$ cat config.mk
export PLATFORM = sky130hd
export DESIGN_NAME = arp_cache_fifo_learn_lookup_unit
export DESIGN_NICKNAME = d
export VERILOG_FILES = /design/src/design/arpc_pkg.sv /design/src/design/arpc_cell.sv /design/src/design/arp_cache_fifo_learn_lookup_unit.sv
export SDC_FILE = /design/constraint.sdc
export NUM_CORES = 2
export LEC_CHECK = 0
export BUFFER_PORTS_ARGS = -buffer_cell sky130_fd_sc_hd__buf_2
export CELL_PAD_IN_SITES_DETAIL_PLACEMENT = 1
export CELL_PAD_IN_SITES_GLOBAL_PLACEMENT = 1
export CORE_UTILIZATION = 52
export DETAILED_ROUTE_END_ITERATION = 10
export PLACE_DENSITY = 0.79
export SLEW_MARGIN = 5
export SYNTH_ARGS = -nofsm -noshare
export SYNTH_HDL_FRONTEND = slang
export SYNTH_SLANG_ARGS = --single-unit
$ cat constraint.sdc
create_clock -name clk -period 4.59 [get_ports clk]
set_input_delay 0.6885 -clock clk [delete_from_list [all_inputs] [get_ports clk]]
set_output_delay 0.6885 -clock clk [all_outputs]
set_load 0.02 [all_outputs]
$ cat src/design/arpc_pkg.sv
// Package for the ARP cache: sizes, codes and transaction structs.
// No dependencies; used by every module of the block.
package arpc_pkg;

	localparam int TABLE_DEPTH = 16;
	localparam int N_IFACES    = 4;
	localparam int N_REGS      = 4;
	localparam int REG_IDX_W   = $clog2(N_REGS);
	localparam int CFG_IDX_W   = REG_IDX_W + 1;
	localparam int CFG_DATA_W  = 32;

	typedef enum logic {
		CMD_LOOKUP = 1'b0,
		CMD_LEARN  = 1'b1
	} arpc_cmd_t;

	typedef enum logic [1:0] {
		ST_HIT   = 2'd0,
		ST_BADIF = 2'd1,
		ST_MISS  = 2'd2
	} arpc_status_t;

	typedef struct packed {
		arpc_cmd_t   cmd;
		logic [7:0]  iface;
		logic [47:0] sender_mac;
		logic [31:0] ip_addr;
		logic [31:0] target_ip;
	} arpc_item_t;

	typedef struct packed {
		arpc_status_t status;
		logic [47:0]  mac_out;
		logic         reply_needed;
	} arpc_result_t;

	typedef struct packed {
		logic [7:0]  iface;
		logic [47:0] mac;
		logic [31:0] ip;
	} arpc_entry_t;

	// Search key broadcast to every cell.
	typedef struct packed {
		arpc_cmd_t   cmd;
		logic [7:0]  iface;
		logic [47:0] mac;
		logic [31:0] ip;
	} arpc_key_t;

	typedef struct packed {
		logic shift;
		logic ip_wr;
	} arpc_cell_ctrl_t;

endpackage

$ cat src/design/arpc_cell.sv
// One cache entry cell: holds an entry, compares it with the broadcast key
// and takes its upstream neighbor's entry on a shift. Depends on arpc_pkg.
module arpc_cell (
	input  logic                      clk,
	input  logic                      arst_n,
	input  arpc_pkg::arpc_key_t       key,
	input  arpc_pkg::arpc_cell_ctrl_t ctrl,
	input  arpc_pkg::arpc_entry_t     prev_entry,
	output arpc_pkg::arpc_entry_t     entry,
	output logic                      hit
);
	import arpc_pkg::*;

	arpc_entry_t entry_q;

	always_ff @(posedge clk or negedge arst_n) begin
		if (!arst_n) begin
			entry_q <= '0;
		end else if (ctrl.shift) begin
			entry_q <= prev_entry;
		end else if (ctrl.ip_wr) begin
			entry_q.ip <= key.ip;
		end
	end

	// Lookup matches on interface and IP, learn on interface and MAC.
	always_comb begin
		if (key.cmd == CMD_LEARN) begin
			hit = (entry_q.iface == key.iface) && (entry_q.mac == key.mac);
		end else begin
			hit = (entry_q.iface == key.iface) && (entry_q.ip == key.ip);
		end
	end

	assign entry = entry_q;

endmodule

$ cat src/design/arp_cache_fifo_learn_lookup_unit.sv
// Top level of the ARP neighbor cache with FIFO replacement.
// Depends on arpc_pkg and arpc_cell.
//
// Usage:
//   Command channel: a transaction is taken at a clock edge with start high
//   and busy low. busy stays low, so one transaction can be taken per cycle.
//   Result channel: done pulses for one cycle, in the cycle after the command
//   edge, with status, mac_out and reply_needed on result. The receiver
//   cannot stall; done marks the result for that single cycle only.
//   Config port: cfg_we writes cfg_data to interface address cfg_idx at the
//   clock edge; indexes of N_REGS and up are dropped.
// The result path is the row of entry cells comparing the key in parallel,
//   then a first-match select over all cells.
// The table is a chain of TABLE_DEPTH cells; a learn that misses shifts
// every cell one place down and loads the new entry into cell 0, while a
// learn that hits rewrites the IP of the first matching cell.
// Reset: all cells and interface addresses clear to zero; a zeroed cell is
//   a real entry (interface 0, MAC 0, IP 0). No result is pending after reset.
module arp_cache_fifo_learn_lookup_unit (
	input  logic                                  clk,
	input  logic                                  arst_n,
	input  logic                                  start,
	output logic                                  busy,
	input  arpc_pkg::arpc_item_t                  item,
	output logic                                  done,
	output arpc_pkg::arpc_result_t                result,
	input  logic                                  cfg_we,
	input  logic [arpc_pkg::CFG_IDX_W-1:0]        cfg_idx,
	input  logic [arpc_pkg::CFG_DATA_W-1:0]       cfg_data
);
	import arpc_pkg::*;

	logic [CFG_DATA_W-1:0] iface_ip_q [N_REGS];
	logic                  done_q;
	arpc_result_t          result_q;

	logic                  accept;
	logic [7:0]            learn_if;
	arpc_key_t             key;
	arpc_entry_t           new_entry;
	arpc_entry_t           ent   [TABLE_DEPTH];
	arpc_entry_t           chain [TABLE_DEPTH];
	arpc_cell_ctrl_t       ctrl  [TABLE_DEPTH];
	logic [TABLE_DEPTH-1:0] hit_vec;
	logic [TABLE_DEPTH-1:0] first_oh;
	logic                  any_hit;
	logic [47:0]           hit_mac;
	logic                  reply;
	arpc_result_t          result_d;

	// busy is never raised; every transaction is taken when start is high.
	assign busy   = 1'b0;
	assign accept = start && !busy;

	assign learn_if = item.iface - 8'd1;

	always_comb begin
		key.cmd   = item.cmd;
		key.iface = (item.cmd == CMD_LEARN) ? learn_if : item.iface;
		key.mac   = item.sender_mac;
		key.ip    = item.ip_addr;
		new_entry.iface = learn_if;
		new_entry.mac   = item.sender_mac;
		new_entry.ip    = item.ip_addr;
	end

	// Isolate the lowest set hit bit.
	assign first_oh = hit_vec & (~hit_vec + TABLE_DEPTH'(1));
	assign any_hit  = |hit_vec;

	always_comb begin
		hit_mac = '0;
		for (int i = 0; i < TABLE_DEPTH; i++) begin
			hit_mac = hit_mac | (ent[i].mac & {48{first_oh[i]}});
		end
	end

	always_comb begin
		for (int i = 0; i < TABLE_DEPTH; i++) begin
			ctrl[i].shift = accept && (item.cmd == CMD_LEARN) && !any_hit;
			ctrl[i].ip_wr = accept && (item.cmd == CMD_LEARN) && first_oh[i];
			chain[i]      = (i == 0) ? new_entry : ent[(i == 0) ? 0 : i - 1];
		end
	end

	for (genvar g = 0; g < TABLE_DEPTH; g++) begin : g_cell
		arpc_cell u_cell (
			.clk        (clk),
			.arst_n     (arst_n),
			.key        (key),
			.ctrl       (ctrl[g]),
			.prev_entry (chain[g]),
			.entry      (ent[g]),
			.hit        (hit_vec[g])
		);
	end

	assign reply = (learn_if < 8'(N_IFACES)) &&
		(item.target_ip == iface_ip_q[learn_if[REG_IDX_W-1:0]]);

	always_comb begin
		result_d.status       = ST_HIT;
		result_d.mac_out      = '0;
		result_d.reply_needed = 1'b0;
		if (item.cmd == CMD_LEARN) begin
			result_d.reply_needed = reply;
		end else if (item.iface >= 8'(N_IFACES)) begin
			result_d.status = ST_BADIF;
		end else if (any_hit) begin
			result_d.mac_out = hit_mac;
		end else begin
			result_d.status = ST_MISS;
		end
	end

	always_ff @(posedge clk or negedge arst_n) begin
		if (!arst_n) begin
			for (int i = 0; i < N_REGS; i++) begin
				iface_ip_q[i] <= '0;
			end
		end else if (cfg_we && (cfg_idx < CFG_IDX_W'(N_REGS))) begin
			iface_ip_q[cfg_idx[REG_IDX_W-1:0]] <= cfg_data;
		end
	end

	always_ff @(posedge clk or negedge arst_n) begin
		if (!arst_n) begin
			done_q <= 1'b0;
		end else begin
			done_q <= accept;
		end
	end

	always_ff @(posedge clk) begin
		if (accept) begin
			result_q <= result_d;
		end
	end

	assign done   = done_q;
	assign result = result_q;

endmodule

==> flow_summary.ini <==
[run_status]
outcome = finished with violations
violations = setup timing

[route]
dr_total_vias = 70400
ant_nets = 0
wl_um = 379000
drc_errors = 0
dr.first_iter.drc_count = 7212
avgViaCountPerCell = 6.47
drtPass1Iterations = 5
wl_per_cell_um = 34.8

[sta]
tightest_slew_ns = 1.15
fmax_mhz = 217
clock_skew_ns = 0.0487
layout_min_cycle_time_ns = 4.60
rsz0062_at_grt = no
tns_ns = -0.00844
finalHoldViolations = 0
slew_viol_final = 0
slew_headroom_pct = 22.5
fin_crit_sh_pct = 100
setup_ws_ns = -0.00844
setup_viol = 1

[die]
die_x_um = 417
die-area_sq_um = 174000
top_level_ports = 213
coreArea_sq_um = 170000
die_h_um = 417
initial_core_util_pct = 52.6
core.rowCount = 151

[layout]
final_common_cell = mux2_2
fillers = 16900
area_growth_pct = 19.7
drive_gt1_share_pct = 39.4
finalNetCount = 8590
instances_no_fill = 10900
final_cell_mix = mux2_2, dfrtp_1, xor2_1, buf_4, xnor2_1

[min_path]
holdCritPathClass = input port to flop

[power]
p_leak_uw = 0.0467
p_per_area_nw_per_um2 = 512
ir_worst_vdd_mv = 0.420
power_uw = 54800

[global_route]
grt_use_total_pct = 43.4
grt_start_max_net_pins = 130
overflow = 0
grt_pass1_wl_um = 548000
grt_pass1_vias = 75800
antenna_found_initial = 21

[setup_path]
crit_fanout = 32
cpMostUsedCell = buf_4
setup.worst_path.end_class = flop
cp_cell_sequence = xor2_1 -> buf_4 -> nor4_1 -> buf_4 -> nand4_1 -> nor4_1 -> o211ai_1 -> buf_4 -> nand2_1 -> nor2_4 -> nand3_1 -> a21oi_4 -> buf_12 -> mux2_2
critical-path-max-stage-delay_ns = 0.84
critPathLaunchType = flop
path_buf_inv = 4
crit_type = flop to flop
cp.required_ns = 5.32
slowest_stage = nor2_4
crit_family = simple AND/OR/NAND/NOR gates
crit_arrival_ns = 5.33

[placement]
dp_slack_ns = -1.07
place.gp.congestion = 1.06
port_buffers = 211
dp_cells = 10500
dp_hpwl_um = 274000

[synth]
synth-async-reset-ratio_pct = 96.8
synth_edf_count = 51
syn_nets = 7832
synth_area_leaders = dfrtp_1, mux2_2, xor2_1
yosys.area.top_type = dfrtp_1
yosys.area.top_type_share_pct = 43.0
synthCells = 7670
synth-main-ff-cell = dfrtp_1
synth-seq-cells = 1588
avgSynthCellArea_sq_um = 11.7
ys_types = 70
yosysWarnings = 0
synth_area_sq_um = 89500
ys_seq_area_share_pct = 44.7

[clock_tree]
insertion_delay_ns = 0.87
cts_buffers = 180
clk_pin_slew_ns = 0.06
cts.sinks = 1588
cts_root_buf = clkbuf_16
cts_buffer_depth = 3
cts_tree = built
htreeDepth = 4

[job]
maxCapViolCount = 0
repair_timing:
item                                   4_1_cts  5_1_grt
setup buffers                                0        3
hold buffers                                 1        0
endpoints found under the hold margin       67        0
gates cloned                                 0        0
resized for setup                            6        7
setup endpoints to repair                 1331      280
kinds of logic after synthesis:
kind of cell             share of synthesized area [%]
multiplexers                                      24.0
other                                          0.00419
AO/OA/AOI/OAI                                     5.77
flip-flops                                        44.7
XOR/XNOR                                          15.0
adder cells (fa/ha/maj)                         0.0280
AND/OR/NAND/NOR                                   6.94
buffers and inverters                             3.57
through the flow:
| step | hold slack, ns | cell area (sq um) | utilization [%] |
|---|---|---|---|
| 5_1_grt | 0.116 | 107000 | 62.9 |
| 3_5_place_dp | 0.493 | 101000 | 59.3 |
| 3_3_place_gp | 0.482 | 101000 | 59.3 |
| 2_1_floorplan | 0.393 | 89800 | - |
| 6_report | 0.112 | 107000 | 62.9 |
| 4_1_cts | 0.0804 | 107000 | 62.9 |
registers in the layout (all words and copies together), names as in the netlist:
signal               cells
g_cell.u_cell.entry   1408
iface_ip_q             128
result                  51
done                     1
synth_stat cells, types with 6 or more instances:
cell type  number
buf_1          44
o22a_1         32
inv_1         115
nand4_1       154
a211oi_1       18
xor2_1        901
nor4_1        229
a2bb2oi_1      47
a31oi_1       137
buf_2         237
a221o_1        80
o22ai_1         9
o211a_1        35
mux2_2       1787
nor3_1         70
and3_1         15
nor2_1        140
buf_4          10
nand2_1       407
a21oi_1        22
nand3_1        99
dfrtp_1      1537
mux4_2         32
or4_1           7
a22oi_1        51
edfxtp_1       51
mux2i_1        33
xnor2_1       530
o21ai_0       257
nor2b_1         6
nand2b_1       61
clkbuf_1      343
mux2_1         28
a221oi_1       16
or3_1          11
xnor3_1        38
o211ai_1        8
layout make-up:
type | instances | area [sq um] | share of cell area [%]
Clock inverter | 49 | 591 | 0.551
Tap cell | 2295 | 2870 | 2.68
Sequential cell | 1588 | 40000 | 37.3
Clock buffer | 274 | 5420 | 5.06
Antenna cell | 13 | 32.5 | 0.0304
Multi-Input combinational cell | 5327 | 46800 | 43.7
Inverter | 117 | 442 | 0.412
Timing Repair Buffer | 1214 | 11000 | 10.3
power by group:
| part | total [uW] | internal (uW) | switching [uW] |
|---|---|---|---|
| registers | 24300 | 18300 | 5980 |
| clock network | 15100 | 8680 | 6430 |
| logic | 15500 | 7600 | 7870 |
worst register-to-register path: stages, from the launching register on:
cell	delay [ns]
dfrtp_1	0.54
xor2_1	0.30
buf_4	0.21
nor4_1	0.05
buf_4	0.14
nand4_1	0.10
nor4_1	0.13
o211ai_1	0.31
buf_4	0.44
nand2_1	0.17
nor2_4	0.84
nand3_1	0.29
a21oi_4	0.29
buf_12	0.23
mux2_2	0.44
path summary, 6_finish.rpt:
kind,start,to,cells after the start,slack [ns]
worst max-delay path,g_cell[0].u_cell.entry[58],g_cell[4].u_cell.entry[30],14,-0.008
worst min-delay path,cfg_data[17],iface_ip_q[113],2,0.11
worst max register to register,g_cell[0].u_cell.entry[58],g_cell[4].u_cell.entry[30],14,-0.008
worst min register to register,iface_ip_q[117],iface_ip_q[117],1,0.51
max in group asynchronous,arst_n,iface_ip_q[16],4,2.68
min in group asynchronous,arst_n,g_cell[9].u_cell.entry[52],2,0.44
per-layer routing:
| layer | vias up | GRT usage (%) | share of wire (%) |
|---|---|---|---|
| met5 | - | 0 | 0.015 |
| met4 | 10 | 35.0 | 9.7 |
| met3 | 1399 | 7.21 | 6.8 |
| met2 | 3701 | 70.1 | 47 |
| met1 | 36600 | 51.2 | 36 |
| li1 | 28600 | - | - |
No activity file was read; power rests on OpenSTA's default activity.
